<file path="src/design/lkvc_pkg.sv">
// Package for the LRU key/value cache: widths, codes, state and result types.
// No dependencies.
package lkvc_pkg;

  localparam int unsigned DefEntries = 16;
  localparam int unsigned MinCap     = 8;
  localparam int unsigned CapW       = 5;
  localparam int unsigned KeyW       = 64;
  localparam int unsigned DataW      = 64;
  localparam logic [CapW-1:0] CapReset = 5'd16;

  typedef enum logic {
    KIND_GET = 1'b0,
    KIND_PUT = 1'b1
  } lkvc_kind_e;

  typedef enum logic {
    STATUS_OK      = 1'b0,
    STATUS_INVALID = 1'b1
  } lkvc_status_e;

  typedef enum logic [2:0] {
    ST_IDLE,
    ST_SCAN,
    ST_SCAN_END,
    ST_DECIDE,
    ST_UPDATE,
    ST_UPDATE_END,
    ST_FINISH
  } lkvc_state_e;

  typedef struct packed {
    logic             hit;
    logic [DataW-1:0] read_value;
    logic             status;
  } lkvc_result_t;

endpackage

</file>
<file path="src/design/lkvc_intf.sv">
// Request and response channel interfaces (valid/ready) of the cache.
// Depends on lkvc_pkg.
interface lkvc_req_if import lkvc_pkg::*; ();
  logic             valid;
  logic             ready;
  logic             kind;
  logic [KeyW-1:0]  key_tag;
  logic [DataW-1:0] data_word;

  modport source (output valid, output kind, output key_tag, output data_word, input ready);
  modport sink   (input valid, input kind, input key_tag, input data_word, output ready);
endinterface

interface lkvc_rsp_if import lkvc_pkg::*; ();
  logic             valid;
  logic             ready;
  logic             hit;
  logic [DataW-1:0] read_value;
  logic             status;

  modport source (output valid, output hit, output read_value, output status, input ready);
  modport sink   (input valid, input hit, input read_value, input status, output ready);
endinterface

</file>
<file path="src/design/lkvc_ram.sv">
// Generic simple dual-port RAM: one write port, one read port, registered read.
// No dependencies.
module lkvc_ram #(
  parameter int unsigned Width = 8,
  parameter int unsigned Depth = 16
) (
  input  logic                     clk_i,
  input  logic                     we_i,
  input  logic [$clog2(Depth)-1:0] waddr_i,
  input  logic [Width-1:0]         wdata_i,
  input  logic                     re_i,
  input  logic [$clog2(Depth)-1:0] raddr_i,
  output logic [Width-1:0]         rdata_o
);

  logic [Width-1:0] mem_q [Depth];
  logic [Width-1:0] rdata_q;

  always_ff @(posedge clk_i) begin
    if (we_i) begin
      mem_q[waddr_i] <= wdata_i;
    end
    if (re_i) begin
      rdata_q <= mem_q[raddr_i];
    end
  end

  assign rdata_o = rdata_q;

endmodule

</file>
<file path="src/design/lkvc_ctrl.sv">
// Cache sequencer: tag scan, replacement decision and recency rewrite pass.
// Depends on lkvc_pkg; drives the tag/rank RAM and the value RAM.
module lkvc_ctrl import lkvc_pkg::*; #(
  parameter int unsigned Entries = DefEntries
) (
  input  logic                          clk_i,
  input  logic                          rst_ni,
  input  logic                          cfg_we_i,
  input  logic [CapW-1:0]               cfg_wdata_i,
  input  logic                          req_valid_i,
  output logic                          req_ready_o,
  input  logic                          req_kind_i,
  input  logic [KeyW-1:0]               req_key_i,
  input  logic [DataW-1:0]              req_data_i,
  output logic                          tag_we_o,
  output logic [$clog2(Entries)-1:0]    tag_waddr_o,
  output logic [KeyW+$clog2(Entries)-1:0] tag_wdata_o,
  output logic                          tag_re_o,
  output logic [$clog2(Entries)-1:0]    tag_raddr_o,
  input  logic [KeyW+$clog2(Entries)-1:0] tag_rdata_i,
  output logic                          val_we_o,
  output logic [$clog2(Entries)-1:0]    val_waddr_o,
  output logic [DataW-1:0]              val_wdata_o,
  output logic                          val_re_o,
  output logic [$clog2(Entries)-1:0]    val_raddr_o,
  input  logic [DataW-1:0]              val_rdata_i,
  output logic                          res_valid_o,
  input  logic                          res_ready_i,
  output lkvc_result_t                  res_o
);

  localparam int unsigned IdxW = $clog2(Entries);
  localparam int unsigned CntW = $clog2(Entries + 1);
  localparam int unsigned CmpW = (CntW > CapW) ? CntW : CapW;
  localparam logic [IdxW-1:0] LastIdx = IdxW'(Entries - 1);

  lkvc_state_e state_q, state_d;

  logic [CapW-1:0]  cap_q;
  logic [CntW-1:0]  count_q;
  logic [Entries-1:0] valid_q;

  logic             kind_q;
  logic [KeyW-1:0]  key_q;
  logic [DataW-1:0] data_q;
  logic             zero_put_q;

  logic [IdxW-1:0]  rd_idx_q;
  logic             cmp_vld_q;
  logic [IdxW-1:0]  cmp_idx_q;

  logic             hit_q;
  logic [IdxW-1:0]  hit_idx_q;
  logic [IdxW-1:0]  hit_rank_q;
  logic             vic_q;
  logic [IdxW-1:0]  vic_idx_q;
  logic [IdxW-1:0]  vic_rank_q;
  logic             free_q;
  logic [IdxW-1:0]  free_idx_q;
  logic [IdxW-1:0]  slot_q;
  logic             touch_q;

  logic             accept;
  logic             issue;
  logic             scanning;
  logic             updating;
  logic             evict;
  logic [IdxW-1:0]  new_slot;
  logic [CmpW-1:0]  eff_cap;
  logic [CmpW-1:0]  cap_ext;
  logic [IdxW-1:0]  old_rank;
  logic [KeyW-1:0]  old_key;
  logic [IdxW-1:0]  upd_rank;
  logic [Entries-1:0] vic_mask;
  logic [Entries-1:0] slot_mask;

  assign accept   = req_valid_i && (state_q == ST_IDLE);
  assign issue    = (state_q == ST_SCAN) || (state_q == ST_UPDATE);
  assign scanning = cmp_vld_q && ((state_q == ST_SCAN) || (state_q == ST_SCAN_END));
  assign updating = cmp_vld_q && ((state_q == ST_UPDATE) || (state_q == ST_UPDATE_END));

  // Effective capacity: register clamped into [MinCap, Entries].
  assign cap_ext = CmpW'(cap_q);
  always_comb begin
    eff_cap = cap_ext;
    if (cap_ext < CmpW'(MinCap)) begin
      eff_cap = CmpW'(MinCap);
    end
    if (cap_ext > CmpW'(Entries)) begin
      eff_cap = CmpW'(Entries);
    end
  end

  assign evict = CmpW'(count_q) >= eff_cap;

  // First free slot after eviction: the victim may sit below the first free one.
  always_comb begin
    new_slot = free_idx_q;
    if (evict) begin
      new_slot = (free_q && (free_idx_q < vic_idx_q)) ? free_idx_q : vic_idx_q;
    end
  end

  // Drop the victim and claim the new slot in one update of the valid bits.
  assign vic_mask  = evict ? (Entries'(1) << vic_idx_q) : '0;
  assign slot_mask = Entries'(1) << new_slot;

  assign old_rank = tag_rdata_i[IdxW-1:0];
  assign old_key  = tag_rdata_i[IdxW +: KeyW];

  always_comb begin
    if (!touch_q || (old_rank < hit_rank_q)) begin
      upd_rank = old_rank + IdxW'(1);
    end else begin
      upd_rank = old_rank;
    end
  end

  assign tag_raddr_o = rd_idx_q;
  assign tag_waddr_o = cmp_idx_q;
  assign tag_we_o    = updating && ((cmp_idx_q == slot_q) || valid_q[cmp_idx_q]);
  assign tag_wdata_o = (cmp_idx_q == slot_q) ? {key_q, IdxW'(0)} : {old_key, upd_rank};
  assign val_wdata_o = data_q;
  assign val_raddr_o = hit_idx_q;

  always_comb begin
    res_o.hit        = hit_q;
    res_o.read_value = ((kind_q == KIND_GET) && hit_q) ? val_rdata_i : '0;
    res_o.status     = zero_put_q ? STATUS_INVALID : STATUS_OK;
  end

  always_ff @(posedge clk_i or negedge rst_ni) begin
    if (!rst_ni) begin
      state_q <= ST_IDLE;
    end else begin
      state_q <= state_d;
    end
  end

  always_comb begin
    state_d     = state_q;
    req_ready_o = 1'b0;
    tag_re_o    = 1'b0;
    val_re_o    = 1'b0;
    val_we_o    = 1'b0;
    val_waddr_o = hit_idx_q;
    res_valid_o = 1'b0;
    case (state_q)
      ST_IDLE: begin
        req_ready_o = 1'b1;
        if (req_valid_i) begin
          if ((req_kind_i == KIND_PUT) && (req_data_i == '0)) begin
            state_d = ST_FINISH;
          end else begin
            state_d = ST_SCAN;
          end
        end
      end
      ST_SCAN: begin
        tag_re_o = 1'b1;
        if (rd_idx_q == LastIdx) begin
          state_d = ST_SCAN_END;
        end
      end
      ST_SCAN_END: begin
        state_d = ST_DECIDE;
      end
      ST_DECIDE: begin
        if (kind_q == KIND_GET) begin
          if (hit_q) begin
            val_re_o = 1'b1;
            state_d  = ST_UPDATE;
          end else begin
            state_d = ST_FINISH;
          end
        end else begin
          val_we_o = 1'b1;
          if (!hit_q) begin
            val_waddr_o = new_slot;
          end
          state_d = ST_UPDATE;
        end
      end
      ST_UPDATE: begin
        tag_re_o = 1'b1;
        if (rd_idx_q == LastIdx) begin
          state_d = ST_UPDATE_END;
        end
      end
      ST_UPDATE_END: begin
        state_d = ST_FINISH;
      end
      ST_FINISH: begin
        res_valid_o = 1'b1;
        if (res_ready_i) begin
          state_d = ST_IDLE;
        end
      end
      default: begin
        state_d = ST_IDLE;
      end
    endcase
  end

  // Configuration register.
  always_ff @(posedge clk_i or negedge rst_ni) begin
    if (!rst_ni) begin
      cap_q <= CapReset;
    end else if (cfg_we_i) begin
      cap_q <= cfg_wdata_i;
    end
  end

  // Scan tracking, occupancy and replacement bookkeeping.
  always_ff @(posedge clk_i or negedge rst_ni) begin
    if (!rst_ni) begin
      valid_q    <= '0;
      count_q    <= '0;
      rd_idx_q   <= '0;
      cmp_vld_q  <= 1'b0;
      cmp_idx_q  <= '0;
      hit_q      <= 1'b0;
      hit_idx_q  <= '0;
      hit_rank_q <= '0;
      vic_q      <= 1'b0;
      vic_idx_q  <= '0;
      vic_rank_q <= '0;
      free_q     <= 1'b0;
      free_idx_q <= '0;
      slot_q     <= '0;
      touch_q    <= 1'b0;
      zero_put_q <= 1'b0;
      kind_q     <= KIND_GET;
    end else begin
      cmp_vld_q <= issue;
      cmp_idx_q <= rd_idx_q;
      if (issue) begin
        rd_idx_q <= rd_idx_q + IdxW'(1);
      end
      if (accept) begin
        kind_q     <= req_kind_i;
        zero_put_q <= (req_kind_i == KIND_PUT) && (req_data_i == '0);
        hit_q      <= 1'b0;
        vic_q      <= 1'b0;
        free_q     <= 1'b0;
        rd_idx_q   <= '0;
      end
      if (scanning) begin
        if (valid_q[cmp_idx_q]) begin
          if (old_key == key_q) begin
            hit_q      <= 1'b1;
            hit_idx_q  <= cmp_idx_q;
            hit_rank_q <= old_rank;
          end
          if (!vic_q || (old_rank > vic_rank_q)) begin
            vic_q      <= 1'b1;
            vic_idx_q  <= cmp_idx_q;
            vic_rank_q <= old_rank;
          end
        end else if (!free_q) begin
          free_q     <= 1'b1;
          free_idx_q <= cmp_idx_q;
        end
      end
      if (state_q == ST_DECIDE) begin
        rd_idx_q <= '0;
        touch_q  <= hit_q;
        slot_q   <= hit_q ? hit_idx_q : new_slot;
        if ((kind_q == KIND_PUT) && !hit_q) begin
          valid_q <= (valid_q & ~vic_mask) | slot_mask;
          count_q <= evict ? count_q : count_q + CntW'(1);
        end
      end
    end
  end

  // Item payload; no reset needed.
  always_ff @(posedge clk_i) begin
    if (accept) begin
      key_q  <= req_key_i;
      data_q <= req_data_i;
    end
  end

endmodule

</file>
<file path="src/design/lkvc_out.sv">
// Output register stage for the response channel.
// Depends on lkvc_pkg and lkvc_rsp_if.
module lkvc_out import lkvc_pkg::*; (
  input  logic          clk_i,
  input  logic          rst_ni,
  input  logic          res_valid_i,
  output logic          res_ready_o,
  input  lkvc_result_t  res_i,
  lkvc_rsp_if.source    out_if
);

  logic         valid_q;
  lkvc_result_t data_q;

  assign res_ready_o = !valid_q || out_if.ready;

  always_ff @(posedge clk_i or negedge rst_ni) begin
    if (!rst_ni) begin
      valid_q <= 1'b0;
    end else if (res_ready_o) begin
      valid_q <= res_valid_i;
    end
  end

  always_ff @(posedge clk_i) begin
    if (res_ready_o && res_valid_i) begin
      data_q <= res_i;
    end
  end

  assign out_if.valid      = valid_q;
  assign out_if.hit        = data_q.hit;
  assign out_if.read_value = data_q.read_value;
  assign out_if.status     = data_q.status;

endmodule

</file>
<file path="src/design/lru_key_value_cache.sv">
// Fully associative key/value cache with LRU replacement (top level).
// Depends on lkvc_pkg, lkvc_intf, lkvc_ram, lkvc_ctrl, lkvc_out.
//
// Usage: in_if carries one get (kind 0) or put (kind 1) item with key_tag and
// data_word; out_if returns exactly one result (hit, read_value, status) per
// item, in order. cfg_we_i/cfg_wdata_i write capacity_limit while idle.
// Keys with their recency ranks sit in one RAM, values in a second RAM.
// Every item but a zero-valued put scans the tag RAM, one entry a cycle.
// A get miss then goes to the result; a hit or a put adds a rank rewrite
// pass over the tag RAM before the result.
// A zero-valued put goes from accept straight to the finish state, with no
// scan. One item is in flight at a time; the next is accepted once the
// result is in the output register, so the scan and rewrite passes set the
// throughput.
// Reset empties the cache (valid bits and count cleared in flip-flops, no
// clearing pass) and sets capacity_limit to 16. When the receiver stalls the
// result holds in the output register; a second result then waits in the
// sequencer and input is held off until the output register frees up.
module lru_key_value_cache import lkvc_pkg::*; #(
  parameter int unsigned Entries = DefEntries
) (
  input  logic            clk_i,
  input  logic            rst_ni,
  input  logic            cfg_we_i,
  input  logic [CapW-1:0] cfg_wdata_i,
  lkvc_req_if.sink        in_if,
  lkvc_rsp_if.source      out_if
);

  localparam int unsigned IdxW = $clog2(Entries);
  localparam int unsigned TagW = KeyW + IdxW;

  logic            tag_we;
  logic [IdxW-1:0] tag_waddr;
  logic [TagW-1:0] tag_wdata;
  logic            tag_re;
  logic [IdxW-1:0] tag_raddr;
  logic [TagW-1:0] tag_rdata;

  logic             val_we;
  logic [IdxW-1:0]  val_waddr;
  logic [DataW-1:0] val_wdata;
  logic             val_re;
  logic [IdxW-1:0]  val_raddr;
  logic [DataW-1:0] val_rdata;

  logic         res_valid;
  logic         res_ready;
  lkvc_result_t res;

  lkvc_ram #(
    .Width (TagW),
    .Depth (Entries)
  ) u_tag_ram (
    .clk_i   (clk_i),
    .we_i    (tag_we),
    .waddr_i (tag_waddr),
    .wdata_i (tag_wdata),
    .re_i    (tag_re),
    .raddr_i (tag_raddr),
    .rdata_o (tag_rdata)
  );

  lkvc_ram #(
    .Width (DataW),
    .Depth (Entries)
  ) u_val_ram (
    .clk_i   (clk_i),
    .we_i    (val_we),
    .waddr_i (val_waddr),
    .wdata_i (val_wdata),
    .re_i    (val_re),
    .raddr_i (val_raddr),
    .rdata_o (val_rdata)
  );

  lkvc_ctrl #(
    .Entries (Entries)
  ) u_ctrl (
    .clk_i       (clk_i),
    .rst_ni      (rst_ni),
    .cfg_we_i    (cfg_we_i),
    .cfg_wdata_i (cfg_wdata_i),
    .req_valid_i (in_if.valid),
    .req_ready_o (in_if.ready),
    .req_kind_i  (in_if.kind),
    .req_key_i   (in_if.key_tag),
    .req_data_i  (in_if.data_word),
    .tag_we_o    (tag_we),
    .tag_waddr_o (tag_waddr),
    .tag_wdata_o (tag_wdata),
    .tag_re_o    (tag_re),
    .tag_raddr_o (tag_raddr),
    .tag_rdata_i (tag_rdata),
    .val_we_o    (val_we),
    .val_waddr_o (val_waddr),
    .val_wdata_o (val_wdata),
    .val_re_o    (val_re),
    .val_raddr_o (val_raddr),
    .val_rdata_i (val_rdata),
    .res_valid_o (res_valid),
    .res_ready_i (res_ready),
    .res_o       (res)
  );

  lkvc_out u_out (
    .clk_i       (clk_i),
    .rst_ni      (rst_ni),
    .res_valid_i (res_valid),
    .res_ready_o (res_ready),
    .res_i       (res),
    .out_if      (out_if)
  );

endmodule

</file>
<file path="src/flat_wrapper.sv">
// flat-port wrapper written by rule: the top's interface ports become plain ports
module lru_key_value_cache_flat import lkvc_pkg::*;
#(
  parameter int unsigned Entries = DefEntries
)
  (clk_i, rst_ni, cfg_we_i, cfg_wdata_i, in_if_valid, in_if_kind, in_if_key_tag, in_if_data_word, in_if_ready, out_if_valid, out_if_hit, out_if_read_value, out_if_status, out_if_ready);
  lkvc_req_if in_if_i ();
  lkvc_rsp_if out_if_i ();
  input  logic clk_i;
  input  logic rst_ni;
  input  logic cfg_we_i;
  input  logic [CapW-1:0] cfg_wdata_i;
  input wire logic [$bits(in_if_i.valid)-1:0] in_if_valid;
  input wire logic [$bits(in_if_i.kind)-1:0] in_if_kind;
  input wire logic [$bits(in_if_i.key_tag)-1:0] in_if_key_tag;
  input wire logic [$bits(in_if_i.data_word)-1:0] in_if_data_word;
  output wire logic [$bits(in_if_i.ready)-1:0] in_if_ready;
  output wire logic [$bits(out_if_i.valid)-1:0] out_if_valid;
  output wire logic [$bits(out_if_i.hit)-1:0] out_if_hit;
  output wire logic [$bits(out_if_i.read_value)-1:0] out_if_read_value;
  output wire logic [$bits(out_if_i.status)-1:0] out_if_status;
  input wire logic [$bits(out_if_i.ready)-1:0] out_if_ready;
  assign in_if_i.valid = in_if_valid;
  assign in_if_i.kind = in_if_kind;
  assign in_if_i.key_tag = in_if_key_tag;
  assign in_if_i.data_word = in_if_data_word;
  assign in_if_ready = in_if_i.ready;
  assign out_if_valid = out_if_i.valid;
  assign out_if_hit = out_if_i.hit;
  assign out_if_read_value = out_if_i.read_value;
  assign out_if_status = out_if_i.status;
  assign out_if_i.ready = out_if_ready;
  lru_key_value_cache #(.Entries(Entries)) u_core (.clk_i(clk_i), .rst_ni(rst_ni), .cfg_we_i(cfg_we_i), .cfg_wdata_i(cfg_wdata_i), .in_if(in_if_i), .out_if(out_if_i));
endmodule
</file>
<file path="config.mk">
export PLATFORM = sky130hd
export DESIGN_NAME = lru_key_value_cache_flat
export DESIGN_NICKNAME = d
export VERILOG_FILES = /design/src/design/lkvc_pkg.sv /design/src/design/lkvc_intf.sv /design/src/design/lkvc_ram.sv /design/src/design/lkvc_ctrl.sv /design/src/design/lkvc_out.sv /design/src/design/lru_key_value_cache.sv /design/src/flat_wrapper.sv
export SDC_FILE = /design/constraint.sdc
export NUM_CORES = 2
export LEC_CHECK = 0
export BUFFER_PORTS_ARGS = -buffer_cell sky130_fd_sc_hd__buf_2
export CAP_MARGIN = 20
export CORE_MARGIN = 4
export CORE_UTILIZATION = 53
export DETAILED_ROUTE_END_ITERATION = 10
export HOLD_SLACK_MARGIN = 0.06
export PLACE_DENSITY = 0.69
export SLEW_MARGIN = 20
export SYNTH_ARGS = -nofsm -noshare
export SYNTH_HDL_FRONTEND = slang
export SYNTH_SLANG_ARGS = --single-unit
</file>
<file path="constraint.sdc">
create_clock -name clk_i -period 11.1 [get_ports clk_i]
set_clock_uncertainty 0.05 [all_clocks]
set_input_delay 1.11 -clock clk_i [delete_from_list [all_inputs] [get_ports clk_i]]
set_output_delay 1.11 -clock clk_i [all_outputs]
set_load 0.02 [all_outputs]
</file>
==> flow_results.org <==
** Clocking
- TritonCTS created 237 clock buffers.
- Hold buffers post-CTS :: 0
- Clock-pin slew was measured on the worst setup and hold paths at 60 ps.
- Buffer count from post-CTS setup fixing :: 0
- Post-cts sizing count :: 0
- The clock net in this run drives a total of ~2500 sinks.
- Clock tree from TritonCTS :: built
- Bufs on Longest Clock Path :: 3
- CTS built an H-tree with a depth of 4.
- The later pin in the worst-skew pair is clocked with a latency of ~850 ps.
- Root buffer cell :: sky130_fd_sc_hd__clkbuf_16

** Power
- Net switching power of the design :: 0.00725 W
- Combinational power share :: 18.2%
- IR analysis of the VDD net gives a maximum drop of 0.000197 V.
- The internal power of the cells totals 0.0187 W.
- Summed over all cells, the static leakage comes to 33.6 nW.
- Clock network power share :: 30.6%
- In this run the power density over the cells is 243 nW/um^2.
- In this run, flip-flops and latches consume 51.2% of the power.
- Share of total power consumed by net switching :: 27.9%

** Placement
- Worst slack at placement :: 5890 ps
- Routability-driven placement congestion ratio :: 0.805
- Detailed placement finished with a half-perimeter wire length of 114000 um.
- During placement, the flow inserted port buffers numbering about 200.

** Synth
- Syn. warnings :: 0
- Number of nets in the synthesized netlist :: 4236
- Count of unique library cells instantiated by Yosys :: 56
- By area the synthesized netlist is led by sky130_fd_sc_hd__edfxtp_1 77%, sky130_fd_sc_hd__mux4_2 16%, sky130_fd_sc_hd__dfrtp_1 1.8%.
- A synthesized cell averages 23.3 um^2.
- Async set or reset register ratio after synthesis :: under 10%
- Synthesis produced 4079 cells.
- Number of enable flip-flop cells after synthesis :: 2438
- Prevailing post-synth register cell :: sky130_fd_sc_hd__edfxtp_1
- The share of the Yosys chip area taken by registers is 78.9%.
- The largest total area in the synthesized netlist belongs to sky130_fd_sc_hd__edfxtp_1.
- Register bit total from synthesis :: around 2500
- The cell area that synthesis handed to floorplanning was 94900 um^2.
- The share of synthesized area in the top cell type comes to 77.1%.

** Routing
- Post-detailed-route DRC marker count :: 0
- After detailed routing, the total wire length is 210000 um.
- The detail route stage leaves a number of antenna-violating nets equal to 0.
- The first detailed-routing pass took 5 iterations.
- Vias per inst :: just over 6
- Number of DRC markers in iteration 0 :: ~4700
- Summing over every cut layer, the via total after detailed routing is 43100.
- Routed length per placed instance :: 30.2 um

** Worst setup path
- The critical path goes through nand3b_1 > nor3_2 > o21ai_0 > o22a_1 > nor4_4 > buf_4 > buf_4.
- STA classifies the critical path startpoint as a flop.
- Data on the critical path arrives at its endpoint at 5600 ps.
- STA classifies the critical path endpoint as a flop.
- Of all nets on the critical path, the largest fanout is 40.
- The critical path is of the flop to flop type.
- Required arrival time at the worst endpoint :: 11520 ps
- The largest single stage delay on the critical path is about 910 ps.
- Most numerous cell on the critical path :: sky130_fd_sc_hd__buf_4
- Critical Path Slowest Stage Cell :: sky130_fd_sc_hd__nor3_2

** Layout
- After filler insertion, the fill cell instance count of the layout stands at 12200.
- Fraction of final layout cells with drive strength greater than 1 :: 29.9%
- The number of antenna diodes in the final layout is 0.
- Across the whole layout, storage elements account for 75000 um^2.
- Fin nets :: 4575
- Syn-to-layout area delta :: 12.6%
- The multi-input combinational cells in the finished layout cover a total of 19400 um^2.

** STA
- The number of slew-limit violations in the final report came to 0.
- Counting I/O delays and the setup requirement, the final critical path takes between 5000 and 6000 ps.
- Count of endpoints failing setup in the final report :: 0
- Setup total negative slack on the finished layout was measured at 0 ps.
- Count of final hold-check violations :: 0
- Fmax achieved :: about 190 MHz
- Post-route clock period utilization :: 46.7%
- Slack of the critical path :: 5920 ps
- The worst pin sits at a relative slew slack of 28.5%.
- Setup repair after global routing left no endpoint under its margin.
- For the pin with the worst max-slew slack, the measured transition is between 1000 and 1500 ps.

** Floorplan
- Once the floorplan was initialized, standard cells occupied 53.3% of the core.
- Total core area :: about 180000 um^2
- The die covers 186000 um^2.
- The floorplan step set the die width to 431 um.
- The die is 431 um tall.
- 207 I/O pins were placed.
- The initialized floorplan defines 155 standard-cell rows.

** Global route
- Number of global-route vias before repair :: 44500
- Global routing finished with a remaining overflow of 0.
- Entering global routing, the biggest net connects 144 pins.
- The first global-routing pass estimated about 310000 um of wire.
- For this run, the total global-route usage over all layers was measured as between 20% and 30%.
- The initial antenna violation count was 4.

** Flow run
- Max cap viols :: 0

** Worst hold path
- HP Class :: input port to asynchronous set/reset pin

** Run status
- Outcome :: finished, final reports clean
[kinds of logic (layout without fill, tap and decap cells)]
logic type / after synthesis / in the layout / share of synthesized area [%]
and+or+nand+nor: 444 / 444 / 2.25
buffers and inverters: 221 / 765 / 0.945
DFF: 2507 / 2507 / 78.9
adders and majority gates: 18 / 18 / 0.237
AOI/OAI and AO/OA: 110 / 110 / 0.726
xor gates and xnor gates: 77 / 77 / 0.710
muxes: 702 / 702 / 16.2
[worst paths after layout]
kind	start	endpoint	slack (ps)	cells after the start
setup reg to reg	u_core.u_ctrl.state_q[1]	u_core.u_val_ram.mem_q[10][5]	5920	7
hold reg to reg	u_core.u_ctrl.count_q[4]	u_core.u_ctrl.count_q[4]	430	1
hold / removal	rst_ni	u_core.u_out.out_if.valid	310	1
max in group asynchronous	rst_ni	u_core.u_ctrl.tag_raddr_o[3]	9960	1
min in group clk_i	in_if_key_tag[3]	u_core.u_ctrl.key_q[3]	380	1
setup / recovery	u_core.u_ctrl.state_q[1]	u_core.u_val_ram.mem_q[10][5]	5920	7
[flip-flops by register name, summed over array words and instances, names as in the netlist, 5 cells and up]
name and flops:
u_core.u_tag_ram.mem_q 1088, u_core.u_val_ram.mem_q 1024, u_core.u_tag_ram.rdata_o 68, u_core.u_ctrl.key_q 64
u_core.u_ctrl.val_wdata_o 64, u_core.u_out.out_if.read_value 64, u_core.u_val_ram.rdata_o 64, u_core.u_ctrl.valid_q 16
u_core.u_ctrl.cap_ext 5, u_core.u_ctrl.count_q 5
[synthesized netlist by cell type (5+ instances only)]
cell / instances
sky130_fd_sc_hd__mux2_2: 24
sky130_fd_sc_hd__a21oi_1: 13
sky130_fd_sc_hd__ha_1: 18
sky130_fd_sc_hd__o31ai_1: 7
sky130_fd_sc_hd__dfrtp_1: 68
sky130_fd_sc_hd__o21ai_0: 47
sky130_fd_sc_hd__nand2b_1: 12
sky130_fd_sc_hd__nor3_1: 8
sky130_fd_sc_hd__buf_1: 23
sky130_fd_sc_hd__mux2i_1: 10
sky130_fd_sc_hd__nand3_1: 8
sky130_fd_sc_hd__mux4_2: 664
sky130_fd_sc_hd__buf_2: 48
sky130_fd_sc_hd__edfxtp_1: 2438
sky130_fd_sc_hd__a31oi_1: 5
sky130_fd_sc_hd__nor2_1: 25
sky130_fd_sc_hd__nor4_1: 59
sky130_fd_sc_hd__xnor2_1: 11
sky130_fd_sc_hd__nand4_1: 16
sky130_fd_sc_hd__nand2_1: 233
sky130_fd_sc_hd__inv_1: 20
sky130_fd_sc_hd__o22ai_1: 6
sky130_fd_sc_hd__xor2_1: 66
sky130_fd_sc_hd__and3_1: 64
sky130_fd_sc_hd__a21o_1: 6
sky130_fd_sc_hd__clkbuf_1: 128
[cell type report]
cell class	count	share of cell area (%)
clock inverters	146	1.35
well taps	2355	2.76
flip-flops and latches	2507	70.2
inverters	21	0.0820
repair buffers	300	1.70
multi-input cells	1351	18.1
clock buffers	298	5.82
[worst max-delay path, delay by kind of cell (launching register included)]
| family | cells | cell delay (ps) |
|---|---|---|
| and+or+nand+nor | 3 | 2190 |
| buffers and inverters | 2 | 1160 |
| DFF | 1 | 640 |
| AOI/OAI and AO/OA | 2 | 690 |
[power groups by stage]
| stage | clock network [W] | registers, W | logic (W) |
|---|---|---|---|
| 6_report | 0.00794 | 0.0133 | 0.00473 |
| 5_1_grt | 0.00850 | 0.0134 | 0.00516 |
| 4_1_cts | 0.00808 | 0.0133 | 0.00478 |
| 3_5_place_dp | 0 | 0.0135 | 0.00477 |
| 3_3_place_gp | 0 | 0.0135 | 0.00458 |
| 2_1_floorplan | 0 | 0.0132 | 0.00322 |
[through the flow]
step                      area (um^2)  total power (W)  util [%]  cells  hold WS (ps)
after floorplan                 94900           0.0165         -   4079           302
after global placement          99100           0.0181      55.6   6530           419
after detailed placement        99200           0.0183      55.7   6532           420
after CTS                      107000           0.0262      59.9   6976           305
after global routing           107000           0.0270      60.0   6978           334
final                          107000           0.0260      60.0   6978           310
[layout by cell type (no fill, tap or decap), drive strengths merged, types with 4 or more instances in the layout]
cell and n:
o21a 4, o31ai 7, nor2b 4, xnor2 11, clkbuf 298, edfxtp 2438
clkinv 111, nand3 8, o21ai 48, a31oi 5, bufinv 22, o22ai 6
mux4 664, and3 64, xor2 66, mux2i 10, nand2 233, a21oi 14
mux2 28, a32o 4, nor3 9, nand2b 12, nand4 16, nor2 25
clkinvlp 7, inv 27, nor4 59, buf 300, a21o 6, dfrtp 68
ha 18
[routing by layer]
metal / GRT usage, % / share of wire (%) / up-vias
met5: 0 / 0 / -
met4: 6.45 / 2.7 / 0
met3: 3.25 / 6.3 / 323
met2: 38.9 / 52 / 1797
met1: 31.5 / 39 / 23000
li1: - / - / 17900
Note: power is estimated with default switching activity, not from simulation.
